--- src/rtl/tekd_pkg.sv ---
// Package: shared types, byte constants and key codes for the escape key decoder.
package tekd_pkg;

    // Special input bytes
    localparam logic [7:0] C_ESC       = 8'h1B;
    localparam logic [7:0] C_LOWER_F   = 8'h66; // 'f'
    localparam logic [7:0] C_LOWER_B   = 8'h62; // 'b'
    localparam logic [7:0] C_LOWER_V   = 8'h76; // 'v'
    localparam logic [7:0] C_LBRACKET  = 8'h5B; // '['
    localparam logic [7:0] C_UPPER_O   = 8'h4F; // 'O'
    localparam logic [7:0] C_TILDE     = 8'h7E; // '~'
    localparam logic [7:0] C_SEMICOLON = 8'h3B; // ';'
    localparam logic [7:0] C_DIGIT_0   = 8'h30; // '0'
    localparam logic [7:0] C_DIGIT_1   = 8'h31; // '1'
    localparam logic [7:0] C_DIGIT_3   = 8'h33; // '3'
    localparam logic [7:0] C_DIGIT_5   = 8'h35; // '5'
    localparam logic [7:0] C_DIGIT_6   = 8'h36; // '6'
    localparam logic [7:0] C_DIGIT_9   = 8'h39; // '9'
    localparam logic [7:0] C_UPPER_A   = 8'h41; // 'A'
    localparam logic [7:0] C_UPPER_B   = 8'h42; // 'B'
    localparam logic [7:0] C_UPPER_C   = 8'h43; // 'C'
    localparam logic [7:0] C_UPPER_D   = 8'h44; // 'D'
    localparam logic [7:0] C_UPPER_H   = 8'h48; // 'H'
    localparam logic [7:0] C_UPPER_F   = 8'h46; // 'F'

    // Key codes
    localparam logic [4:0] K_PLAIN = 5'd0;
    localparam logic [4:0] K_ESC   = 5'd1;
    localparam logic [4:0] K_ALT_F = 5'd2;
    localparam logic [4:0] K_ALT_B = 5'd3;
    localparam logic [4:0] K_ALT_V = 5'd4;
    localparam logic [4:0] K_DEL   = 5'd5;
    localparam logic [4:0] K_PGUP  = 5'd6;
    localparam logic [4:0] K_PGDN  = 5'd7;
    localparam logic [4:0] K_CTRL0 = 5'd8;
    localparam logic [4:0] K_NAV0  = 5'd14;

    // Navigation letter offsets within a key group
    localparam logic [2:0] NAV_HOME = 3'd4;
    localparam logic [2:0] NAV_END  = 3'd5;

    // Request types
    localparam logic REQ_BYTE    = 1'b0;
    localparam logic REQ_TIMEOUT = 1'b1;

    // Parser phase
    typedef enum logic [2:0] {
        PH_IDLE  = 3'd0,
        PH_ESC   = 3'd1,
        PH_INTRO = 3'd2,
        PH_PARAM = 3'd3,
        PH_SEMI  = 3'd4,
        PH_MOD   = 3'd5
    } t_phase;

    typedef struct packed {
        logic       req_type;
        logic [7:0] rx_byte;
    } t_in_item;

    typedef struct packed {
        logic [4:0] key_code;
        logic [7:0] plain_byte;
    } t_out_item;

    // Decode result of one item
    typedef struct packed {
        logic      valid;
        t_out_item item;
    } t_dec_res;

    // Navigation letter lookup
    typedef struct packed {
        logic       hit;
        logic [2:0] off;
    } t_nav;

    function automatic t_nav nav_decode(input logic [7:0] b);
        t_nav r;
        r.hit = 1'b1;
        r.off = 3'd0;
        unique case (b)
            C_UPPER_A: r.off = 3'd0;
            C_UPPER_B: r.off = 3'd1;
            C_UPPER_C: r.off = 3'd2;
            C_UPPER_D: r.off = 3'd3;
            C_UPPER_H: r.off = NAV_HOME;
            C_UPPER_F: r.off = NAV_END;
            default:   r.hit = 1'b0;
        endcase
        return r;
    endfunction

endpackage

--- src/rtl/tekd_parser.sv ---
// Sequence parser: phase and captured bytes, plus the key decode of one item.
module tekd_parser (
    input  logic                i_clk,
    input  logic                i_rst_n,
    input  tekd_pkg::t_in_item  i_item,
    input  logic                i_fire,
    output tekd_pkg::t_dec_res  o_res
);

    tekd_pkg::t_phase r_phase, n_phase;
    logic [7:0]       r_intro, n_intro;
    logic [7:0]       r_param, n_param;
    logic [7:0]       r_mod, n_mod;

    logic             w_to;
    logic [7:0]       w_b;
    tekd_pkg::t_nav   w_nav;
    logic             w_alt_hit;
    logic [4:0]       w_alt_key;
    logic             w_csi;
    logic             w_digit;
    logic             w_intro_hit;
    logic [4:0]       w_intro_key;
    logic             w_param_hit;
    logic [4:0]       w_param_key;
    logic             w_mod_hit;

    assign w_to  = (i_item.req_type == tekd_pkg::REQ_TIMEOUT);
    assign w_b   = i_item.rx_byte;
    assign w_nav = tekd_pkg::nav_decode(w_b);

    // Alt keys after a lone ESC
    always_comb begin
        w_alt_hit = 1'b1;
        w_alt_key = tekd_pkg::K_ALT_F;
        unique case (w_b)
            tekd_pkg::C_LOWER_F: w_alt_key = tekd_pkg::K_ALT_F;
            tekd_pkg::C_LOWER_B: w_alt_key = tekd_pkg::K_ALT_B;
            tekd_pkg::C_LOWER_V: w_alt_key = tekd_pkg::K_ALT_V;
            default:             w_alt_hit = 1'b0;
        endcase
    end

    // Final byte after the intro byte: CSI letters or SS3 Home/End
    assign w_csi   = (r_intro == tekd_pkg::C_LBRACKET);
    assign w_digit = (w_b >= tekd_pkg::C_DIGIT_0) && (w_b <= tekd_pkg::C_DIGIT_9);
    always_comb begin
        w_intro_hit = 1'b0;
        w_intro_key = tekd_pkg::K_NAV0 + {2'b00, w_nav.off};
        if (w_csi) begin
            w_intro_hit = w_nav.hit;
        end else if (r_intro == tekd_pkg::C_UPPER_O) begin
            w_intro_hit = w_nav.hit && (w_nav.off == tekd_pkg::NAV_HOME ||
                                        w_nav.off == tekd_pkg::NAV_END);
        end
    end

    // Tilde-terminated keys
    always_comb begin
        w_param_hit = (w_b == tekd_pkg::C_TILDE);
        w_param_key = tekd_pkg::K_DEL;
        unique case (r_param)
            tekd_pkg::C_DIGIT_3: w_param_key = tekd_pkg::K_DEL;
            tekd_pkg::C_DIGIT_5: w_param_key = tekd_pkg::K_PGUP;
            tekd_pkg::C_DIGIT_6: w_param_key = tekd_pkg::K_PGDN;
            default:             w_param_hit = 1'b0;
        endcase
    end

    // Ctrl modifier sequence
    assign w_mod_hit = (r_param == tekd_pkg::C_DIGIT_1) && (r_mod == tekd_pkg::C_DIGIT_5)
                       && w_nav.hit;

    // Next state
    always_comb begin
        n_phase = r_phase;
        n_intro = r_intro;
        n_param = r_param;
        n_mod   = r_mod;
        unique case (r_phase)
            tekd_pkg::PH_ESC: begin
                if (w_to || w_alt_hit) begin
                    n_phase = tekd_pkg::PH_IDLE;
                end else begin
                    n_intro = w_b;
                    n_phase = tekd_pkg::PH_INTRO;
                end
            end
            tekd_pkg::PH_INTRO: begin
                if (w_to) begin
                    n_phase = tekd_pkg::PH_IDLE;
                end else if (w_csi && w_digit) begin
                    n_param = w_b;
                    n_phase = tekd_pkg::PH_PARAM;
                end else if (w_intro_hit) begin
                    n_phase = tekd_pkg::PH_IDLE;
                end else begin
                    n_phase = tekd_pkg::PH_ESC;
                end
            end
            tekd_pkg::PH_PARAM: begin
                if (w_to || w_param_hit) begin
                    n_phase = tekd_pkg::PH_IDLE;
                end else if (w_b == tekd_pkg::C_SEMICOLON) begin
                    n_phase = tekd_pkg::PH_SEMI;
                end else begin
                    n_phase = tekd_pkg::PH_ESC;
                end
            end
            tekd_pkg::PH_SEMI: begin
                if (w_to) begin
                    n_phase = tekd_pkg::PH_IDLE;
                end else begin
                    n_mod   = w_b;
                    n_phase = tekd_pkg::PH_MOD;
                end
            end
            tekd_pkg::PH_MOD: begin
                if (w_to || w_mod_hit) begin
                    n_phase = tekd_pkg::PH_IDLE;
                end else begin
                    n_phase = tekd_pkg::PH_ESC;
                end
            end
            default: begin
                if (!w_to && w_b == tekd_pkg::C_ESC) begin
                    n_phase = tekd_pkg::PH_ESC;
                end else begin
                    n_phase = tekd_pkg::PH_IDLE;
                end
            end
        endcase
    end

    // Result of the current item
    always_comb begin
        o_res.valid           = 1'b0;
        o_res.item.key_code   = tekd_pkg::K_PLAIN;
        o_res.item.plain_byte = 8'd0;
        unique case (r_phase)
            tekd_pkg::PH_ESC, tekd_pkg::PH_INTRO, tekd_pkg::PH_PARAM,
            tekd_pkg::PH_SEMI, tekd_pkg::PH_MOD: begin
                if (w_to) begin
                    o_res.valid         = 1'b1;
                    o_res.item.key_code = tekd_pkg::K_ESC;
                end else if (r_phase == tekd_pkg::PH_ESC && w_alt_hit) begin
                    o_res.valid         = 1'b1;
                    o_res.item.key_code = w_alt_key;
                end else if (r_phase == tekd_pkg::PH_INTRO && !(w_csi && w_digit)
                             && w_intro_hit) begin
                    o_res.valid         = 1'b1;
                    o_res.item.key_code = w_intro_key;
                end else if (r_phase == tekd_pkg::PH_PARAM && w_param_hit) begin
                    o_res.valid         = 1'b1;
                    o_res.item.key_code = w_param_key;
                end else if (r_phase == tekd_pkg::PH_MOD && w_mod_hit) begin
                    o_res.valid         = 1'b1;
                    o_res.item.key_code = tekd_pkg::K_CTRL0 + {2'b00, w_nav.off};
                end
            end
            default: begin
                // Idle: any byte but ESC is a plain key, timeout is ignored
                if (!w_to && w_b != tekd_pkg::C_ESC) begin
                    o_res.valid           = 1'b1;
                    o_res.item.plain_byte = w_b;
                end
            end
        endcase
    end

    // State update on each consumed item
    always_ff @(posedge i_clk) begin
        if (!i_rst_n) begin
            r_phase <= tekd_pkg::PH_IDLE;
            r_intro <= 8'd0;
            r_param <= 8'd0;
            r_mod   <= 8'd0;
        end else if (i_fire) begin
            r_phase <= n_phase;
            r_intro <= n_intro;
            r_param <= n_param;
            r_mod   <= n_mod;
        end
    end

endmodule

--- src/rtl/tekd_out_reg.sv ---
// Result register: holds one decoded key until the downstream transfer.
module tekd_out_reg (
    input  logic                i_clk,
    input  logic                i_rst_n,
    input  logic                i_load,
    input  tekd_pkg::t_out_item i_item,
    output logic                o_free,
    output logic                o_valid,
    input  logic                i_stall,
    output tekd_pkg::t_out_item o_item
);

    logic                r_valid, n_valid;
    tekd_pkg::t_out_item r_item;

    // Free when empty or emptying this cycle
    assign o_free = !r_valid || !i_stall;

    always_comb begin
        n_valid = r_valid;
        if (i_load) begin
            n_valid = 1'b1;
        end else if (r_valid && !i_stall) begin
            n_valid = 1'b0;
        end
    end

    always_ff @(posedge i_clk) begin
        if (!i_rst_n) begin
            r_valid <= 1'b0;
        end else begin
            r_valid <= n_valid;
        end
    end

    always_ff @(posedge i_clk) begin
        if (i_load) begin
            r_item <= i_item;
        end
    end

    assign o_valid = r_valid;
    assign o_item  = r_item;

endmodule

--- src/rtl/terminal_escape_key_decoder.sv ---
// Top level: input register, sequence parser and result register of the key decoder.
//
// Decodes a stream of terminal bytes and timeout events into keys: plain bytes,
// bare ESC, Alt f/b/v, arrows, Home/End, Delete, Page Up/Down and Ctrl
// arrows/Home/End. One item is taken per clock while the input is not stalled;
// each item waits in the input register, where the parser decodes it against
// the current phase, and a key, if any, is loaded into the result register
// when the item leaves the input register. Items that yield no key (ESC,
// sequence bytes, ignored timeouts) never wait on the output side; an item that
// yields a key waits only while the result register is full and stalled.
module terminal_escape_key_decoder (
    input  logic                i_clk,
    input  logic                i_rst_n,
    input  logic                i_in_valid,
    output logic                o_in_stall,
    input  tekd_pkg::t_in_item  i_in_item,
    output logic                o_out_valid,
    input  logic                i_out_stall,
    output tekd_pkg::t_out_item o_out_item
);

    logic               r_in_valid, n_in_valid;
    tekd_pkg::t_in_item r_in_item;
    tekd_pkg::t_dec_res w_res;
    logic               w_out_free;
    logic               w_advance;
    logic               w_in_xfer;

    // Input item leaves the register when its key has somewhere to go or it yields no key
    assign w_advance  = r_in_valid && (w_out_free || !w_res.valid);
    assign o_in_stall = r_in_valid && !w_advance;
    assign w_in_xfer  = i_in_valid && !o_in_stall;

    // Input register
    always_comb begin
        n_in_valid = r_in_valid;
        if (w_in_xfer) begin
            n_in_valid = 1'b1;
        end else if (w_advance) begin
            n_in_valid = 1'b0;
        end
    end

    always_ff @(posedge i_clk) begin
        if (!i_rst_n) begin
            r_in_valid <= 1'b0;
        end else begin
            r_in_valid <= n_in_valid;
        end
    end

    always_ff @(posedge i_clk) begin
        if (w_in_xfer) begin
            r_in_item <= i_in_item;
        end
    end

    tekd_parser u_parser (
        .i_clk   (i_clk),
        .i_rst_n (i_rst_n),
        .i_item  (r_in_item),
        .i_fire  (w_advance),
        .o_res   (w_res)
    );

    tekd_out_reg u_out_reg (
        .i_clk   (i_clk),
        .i_rst_n (i_rst_n),
        .i_load  (w_advance && w_res.valid),
        .i_item  (w_res.item),
        .o_free  (w_out_free),
        .o_valid (o_out_valid),
        .i_stall (i_out_stall),
        .o_item  (o_out_item)
    );

`ifndef SYNTHESIS
    // A held result is never overwritten by a new key
    a_no_overwrite: assert property (@(posedge i_clk) disable iff (!i_rst_n)
        (o_out_valid && i_out_stall) |-> !(w_advance && w_res.valid))
        else $error("result register overwritten while stalled");

    // Input side stalls only behind a waiting item
    a_stall_needs_item: assert property (@(posedge i_clk) disable iff (!i_rst_n)
        o_in_stall |-> (r_in_valid && w_res.valid))
        else $error("input stalled without a pending key");

    // Only plain keys carry a byte
    a_plain_byte_zero: assert property (@(posedge i_clk) disable iff (!i_rst_n)
        (w_res.valid && w_res.item.key_code != tekd_pkg::K_PLAIN)
        |-> (w_res.item.plain_byte == 8'd0))
        else $error("non-plain key carries a byte");

    // A key loaded into the result register appears at the output next cycle
    a_load_shows: assert property (@(posedge i_clk) disable iff (!i_rst_n)
        (w_advance && w_res.valid) |=> (o_out_valid && o_out_item == $past(w_res.item)))
        else $error("loaded key not presented");
`endif

endmodule
--- config.mk ---
export PLATFORM = sky130hd
export DESIGN_NAME = terminal_escape_key_decoder
export DESIGN_NICKNAME = d
export VERILOG_FILES = /design/src/rtl/tekd_pkg.sv /design/src/rtl/tekd_parser.sv /design/src/rtl/tekd_out_reg.sv /design/src/rtl/terminal_escape_key_decoder.sv
export SDC_FILE = /design/constraint.sdc
export NUM_CORES = 1
export LEC_CHECK = 0
export ABC_AREA = 0
export ABC_CLOCK_PERIOD_IN_PS = 3650
export BUFFER_PORTS_ARGS = -buffer_cell sky130_fd_sc_hd__buf_2
export CORE_ASPECT_RATIO = 1.2
export CORE_UTILIZATION = 52
export DETAILED_ROUTE_END_ITERATION = 16
export PLACE_DENSITY = 0.82
export SLEW_MARGIN = 0
export SYNTH_ARGS = -nofsm -noshare
export SYNTH_HDL_FRONTEND = slang
export SYNTH_HIERARCHICAL = 1
export SYNTH_SLANG_ARGS = --single-unit
--- constraint.sdc ---
create_clock -name i_clk -period 3.65 [get_ports i_clk]
set_clock_uncertainty 0.05 [all_clocks]
set_input_delay 0.1825 -clock i_clk [delete_from_list [all_inputs] [get_ports i_clk]]
set_output_delay 0.1825 -clock i_clk [all_outputs]
set_load 0.05 [all_outputs]
Word-level counts from Yosys, hierarchy flattened
Index checks and enable logic that the tools add are counted.
W data, S select, Z words.
{ "classes": {"add_sub_neg": 2, "magnitude_cmp": 2, "n_eq_ne": 27, "n_mux": 29, "bitwise_logic": 4, "n_reduce_logical": 41} }
{ "op_table": {"columns": ["cell", "n"], "rows": [
  ["$eq A8 B7 Y1 const B", 12],
  ["$eq A8 B6 Y1 const B", 6],
  ["$mux W6", 5],
  ["$pmux W3 S5", 2],
  ["$logic_and A1 B1 Y1", 17],
  ["$mux W3", 5],
  ["$mux W1", 14],
  ["$eq A3 B3 Y1 const B", 4],
  ["$reduce_or A6 Y1", 2],
  ["$add A4 B3 Y5 const A", 2],
  ["$eq A8 B5 Y1 const B", 1],
  ["$ge A8 B6 Y1 const B", 1],
  ["$le A8 B6 Y1 const B", 1],
  ["$ne A8 B5 Y1 const B", 1],
  ["$logic_not A1 Y1", 7],
  ["$eq A3 B2 Y1 const B", 2],
  ["$logic_or A1 B1 Y1", 6],
  ["$pmux W3 S2", 1],
  ["$reduce_and A3 Y1", 2],
  ["$reduce_or A3 Y1", 2],
  ["$reduce_or A5 Y1", 1],
  ["$not A1 Y1", 4],
  ["$pmux W2 S2", 1],
  ["$reduce_and A4 Y1", 1],
  ["4 further kinds", 5]
]} }
{ "totals": {"regBits": 51, "output_inout_bits": 15, "wordCells": 116} }

Depth between registers and ports, before layout
{ "depth": {"depth_word": 20, "mapped_depth": 16, "ltp_nobuf": 15} }

By module
Netlist, hierarchy kept.
{ "modules_own_cells": {"columns": ["module", "instances", "cells_per_inst", "area_each_um2", "seq_area_each_um2"], "rows": [
  ["tekd_parser", 1, 209, 1774.2, 540.5],
  ["tekd_out_reg", 1, 17, 425.4, 410.4],
  ["terminal_escape_key_decoder", 1, 16, 330.3, 290.3]
]} }

Worst setup path before layout
No wires, ideal clock.
{ "synth_timing": {"path_kind": "register to register", "from": "reg r_in_item[4] (netlist bit)", "to": "reg u_parser.r_param[0]", "setup_ns": 0.128, "arrival_ns": 3.638, "required_time_ns": 3.472, "setup_slack_ns": -0.165, "stages_incl_launch_ff": 15, "synth_period_minus_slack_ns": 3.815, "cell_sequence": "edfxtp_1 -> buf_6 -> or4b_4 -> a211o_1 -> ha_1 -> and3b_1 -> o2111ai_2 -> nand4_1 -> a21o_1 -> a21boi_0 -> nor2b_1 -> nand4_1 -> nor4_4 -> mux2i_1 -> nor2_1"} }
{ "synth_lines": {"columns": ["item", "line", "source"], "rows": [
  ["from (decl)", "terminal_escape_key_decoder.sv:23", "tekd_pkg::t_in_item r_in_item;"],
  ["from (signal assigned)", "terminal_escape_key_decoder.sv:54", "r_in_item <= i_in_item;"],
  ["to (signal assigned)", "tekd_parser.sv:181", "r_param <= n_param;"],
  ["to (decl)", "tekd_parser.sv:12", "logic [7:0] r_param, n_param;"]
]} }

==> flow_metrics.py <==
metrics = {
    "global_route": {
        "grt_pass1_vias": 1956,
        "grt_pass1_wl_mm": 8.98,
        "grt_overflow": 0,
        "antenna_found_initial": 0,
        "grt.total_usage": 0.234,
        "grt_max_degree": 28,
    },
    "synthesis": {
        "synth_top_area_share": 0.261,
        "synthFlopType": "dfxtp_1",
        "synth_cell_types": 56,
        "yosys-top-cells-area": "edfxtp_1 26%, dfxtp_1 23%, mux2i_1 9.1%",
        "synth_edf_count": 22,
        "yosysMostFrequentCell": "nor2_1",
        "synth_nets": 257,
        "synthTopCellsByCount": "39 x nor2_1, 29 x dfxtp_1, 23 x mux2i_1, 22 x edfxtp_1, 10 x nand2_1",
        "synthesis.area_sq_mm": 0.00253,
        "synth_top_area_cell": "edfxtp_1",
        "yosysSeqAreaShare": 0.491,
        "ys_warn_count": 6,
        "syn_inst": 242,
        "async_reset_ff_frac": 0,
        "avgSynthCellArea_sq_um": 10.5,
        "synth_seq_cells": 51,
    },
    "job": {
        "cap_violations": 0,
    },
    "die": {
        "dieHeight_um": 78.4,
        "die_w_um": 65.7,
        "fp-row-count": 27,
        "coreArea_sq_mm": 0.00463,
        "dieArea_sq_mm": 0.00515,
        "io_pins": 28,
        "start_util": 0.547,
    },
    "timing": {
        "timing.fmax_mhz": 276,
        "worst_pin_slew_ns": 0.743,
        "slew_viol_final": 0,
        "rsz0062_at_grt": "true",
        "finalHoldViolations": 0,
        "period_needed_ns": 3.62,
        "max_slew_margin": 0.502,
        "setup_viol": 0,
        "period_share": 0.993,
    },
    "critical_path": {
        "cp_max_fo": 5,
        "timing.rr.start": "r_in_item[5]",
        "start_kind": "flip-flop",
        "critPathMaxStageDelay_ns": 0.56,
        "worst-setup-path-type": "flip-flop to flip-flop",
        "cp_common_cell": "nand4_1",
        "critPathSlowestCell": "or4b_4",
        "reg2reg_depth": 14,
        "cp_cell_sequence": "or4b_4, a211o_1, ha_2, and3b_2, o2111ai_4, nand4_1, a21o_1, a21boi_2, nor2b_4, nand4_1, nor4_4, buf_4, mux2i_1, nor2_1",
        "cp.arrival_ns": 3.75,
        "crit_path_end_kind": "flip-flop",
        "r2r_slack_ns": 0.03,
        "rr_endpoint": "u_parser/r_param[3]",
        "cp.required_ns": 3.78,
    },
    "route": {
        "drcViolationCount": 0,
        "vias": 2044,
        "totalWireLength_mm": 5.88,
        "drt-initial-drc-count": 149,
        "vias_per_cell": 5.86,
        "drtPass1Iterations": 4,
        "ant_nets": 0,
        "wire_per_inst_um": 16.8,
    },
    "placement": {
        "gp_congestion": 0.959,
        "placed_cell_area_sq_mm": 0.00280,
        "port_buffers": 27,
        "dp_hpwl_mm": 3.95,
    },
    "clock_network": {
        "htree_num_levels": 2,
        "clk_pin_slew_ns": 0.09,
        "clock_latency_ns": 0.30,
        "cts_tree": "built",
        "cts_buffers": 5,
        "clock_path_buffers": 2,
        "clkSinkCount": 51,
        "cts-root-buf": "clkbuf_8",
    },
    "power": {
        "vdd_drop_max_uv": 284,
        "leakage_uw": 0.00113,
        "total_power_uw": 1040,
        "power_density_mw_per_mm2": 346,
    },
    "hold_path": {
        "hp-class": "primary input to flip-flop",
        "hold_end": "r_in_item[8]",
        "whs_path_depth": 1,
        "min_from": "i_in_item[8]",
    },
    "finish": {
        "area_growth_pct": 19.3,
        "nNetsFinal": 305,
        "drive_gt1_frac": 0.230,
        "design_area_sq_mm": 0.00302,
        "num_antenna_cells": 0,
    },
    "status": {
        "run_status": "finished clean",
    },
}
==> through the flow <==
stage | std cells | setup slack, ns | utilization | setup TNS, ns | hold slack [ns]
6_report | 349 | 0.0274 | 0.652 | 0 | 0.0212
5_1_grt | 349 | -0.130 | 0.652 | -1.04 | 0.00912
4_1_cts | 341 | 0.0463 | 0.636 | 0 | 0.00404
3_5_place_dp | 328 | -0.000848 | 0.604 | -0.000848 | 0.311
3_3_place_gp | 328 | 0.189 | 0.604 | 0 | 0.310
2_1_floorplan | 242 | 0.00344 | - | 0 | 0.231
==> what timing repair did <==
item	in CTS	in global routing
hold endpoints to repair	5	3
gates resized for setup	0	6
cloned	0	1
buffers inserted	0	4
pin swaps	1	6
endpoints found under the setup margin	3	17
hold buffers	5	3
==> area by class of cell <==
class                      count  area [sq um]
fill                         348          1610
multi-input combinational    172          1230
inverter                       6          22.5
sequential                    51          1240
clock inverter                 1          8.76
tap                           58          72.6
clock buffer                   7          86.3
timing repair buffer          54           358
==> flip-flops by register name, summed over array words and instances (netlist names) <==
| name | flops |
|---|---|
| r_in_item | 9 |
| r_in_valid | 1 |
| u_out_reg/o_item | 13 |
| u_out_reg/o_valid | 1 |
| u_parser/r_intro | 8 |
| u_parser/r_mod | 8 |
| u_parser/r_param | 8 |
| u_parser/r_phase | 3 |
==> cells by family after synthesis <==
logic type / count (synthesis) / share of synthesized area
AO/OA/AOI/OAI: 30 / 0.0920
XOR/XNOR: 2 / 0.00693
adder cells (fa/ha/maj): 2 / 0.00989
buffers and inverters: 19 / 0.0361
flip-flops: 51 / 0.491
multiplexers: 23 / 0.0910
AND/OR/NAND/NOR: 115 / 0.273
==> power breakdown <==
group / switching (uW) / internal [uW] / total, uW
Sequential: 9.17 / 606 / 615
Combinational: 56.7 / 35.9 / 92.6
Clock: 181 / 156 / 337
Total: 247 / 797 / 1040
==> per-layer routing <==
| metal | wire [um] | share of wire | track usage | vias up |
|---|---|---|---|---|
| li1 | - | - | - | 978 |
| met3 | 366 | 0.062 | 0.0509 | 15 |
| met2 | 2980 | 0.51 | 0.389 | 97 |
| met1 | 2390 | 0.41 | 0.273 | 954 |
| met4 | 144 | 0.024 | 0.133 | 0 |
| met5 | 0 | 0 | 0 | - |
==> worst max-delay path by stage <==
stage          cells after the start         start  slack [ns]                  end
6_report                          14  r_in_item[5]        0.03  u_parser/r_param[3]
5_1_grt                           14  r_in_item[5]       -0.13  u_parser/r_param[2]
4_1_cts                           13  r_in_item[7]        0.05  u_parser/r_param[3]
3_5_place_dp                      13  r_in_item[7]     -0.0008  u_parser/r_param[3]
3_3_place_gp                      13  r_in_item[7]        0.19  u_parser/r_param[3]
2_1_floorplan                     14  r_in_item[4]       0.003  u_parser/r_param[0]
==> layout by cell type (no fill, tap or decap), types with 3 or more instances in the layout <==
master	n
nand2b_1	7
a211o_1	3
dlygate4sd3_1	8
mux2i_1	23
nor2_1	39
inv_1	5
dfxtp_1	29
nor3b_1	4
edfxtp_1	22
o21a_1	3
nor2b_1	3
and2_1	9
nor3_1	6
a31oi_1	3
nand4_1	6
buf_4	19
nand2_1	10
clkbuf_8	6
nand3_1	3
a21oi_1	5
buf_2	27
==> critical path: cells and delay by family, from the launching register on <==
kind	cells	cell delay, ns
and+or+nand+nor	7	1.55
AOI/OAI and AO/OA	4	0.92
DFF	1	0.40
buffers and inverters	1	0.20
muxes	1	0.20
adders and majority gates	1	0.18
Note: power is estimated with default switching activity, not from simulation.
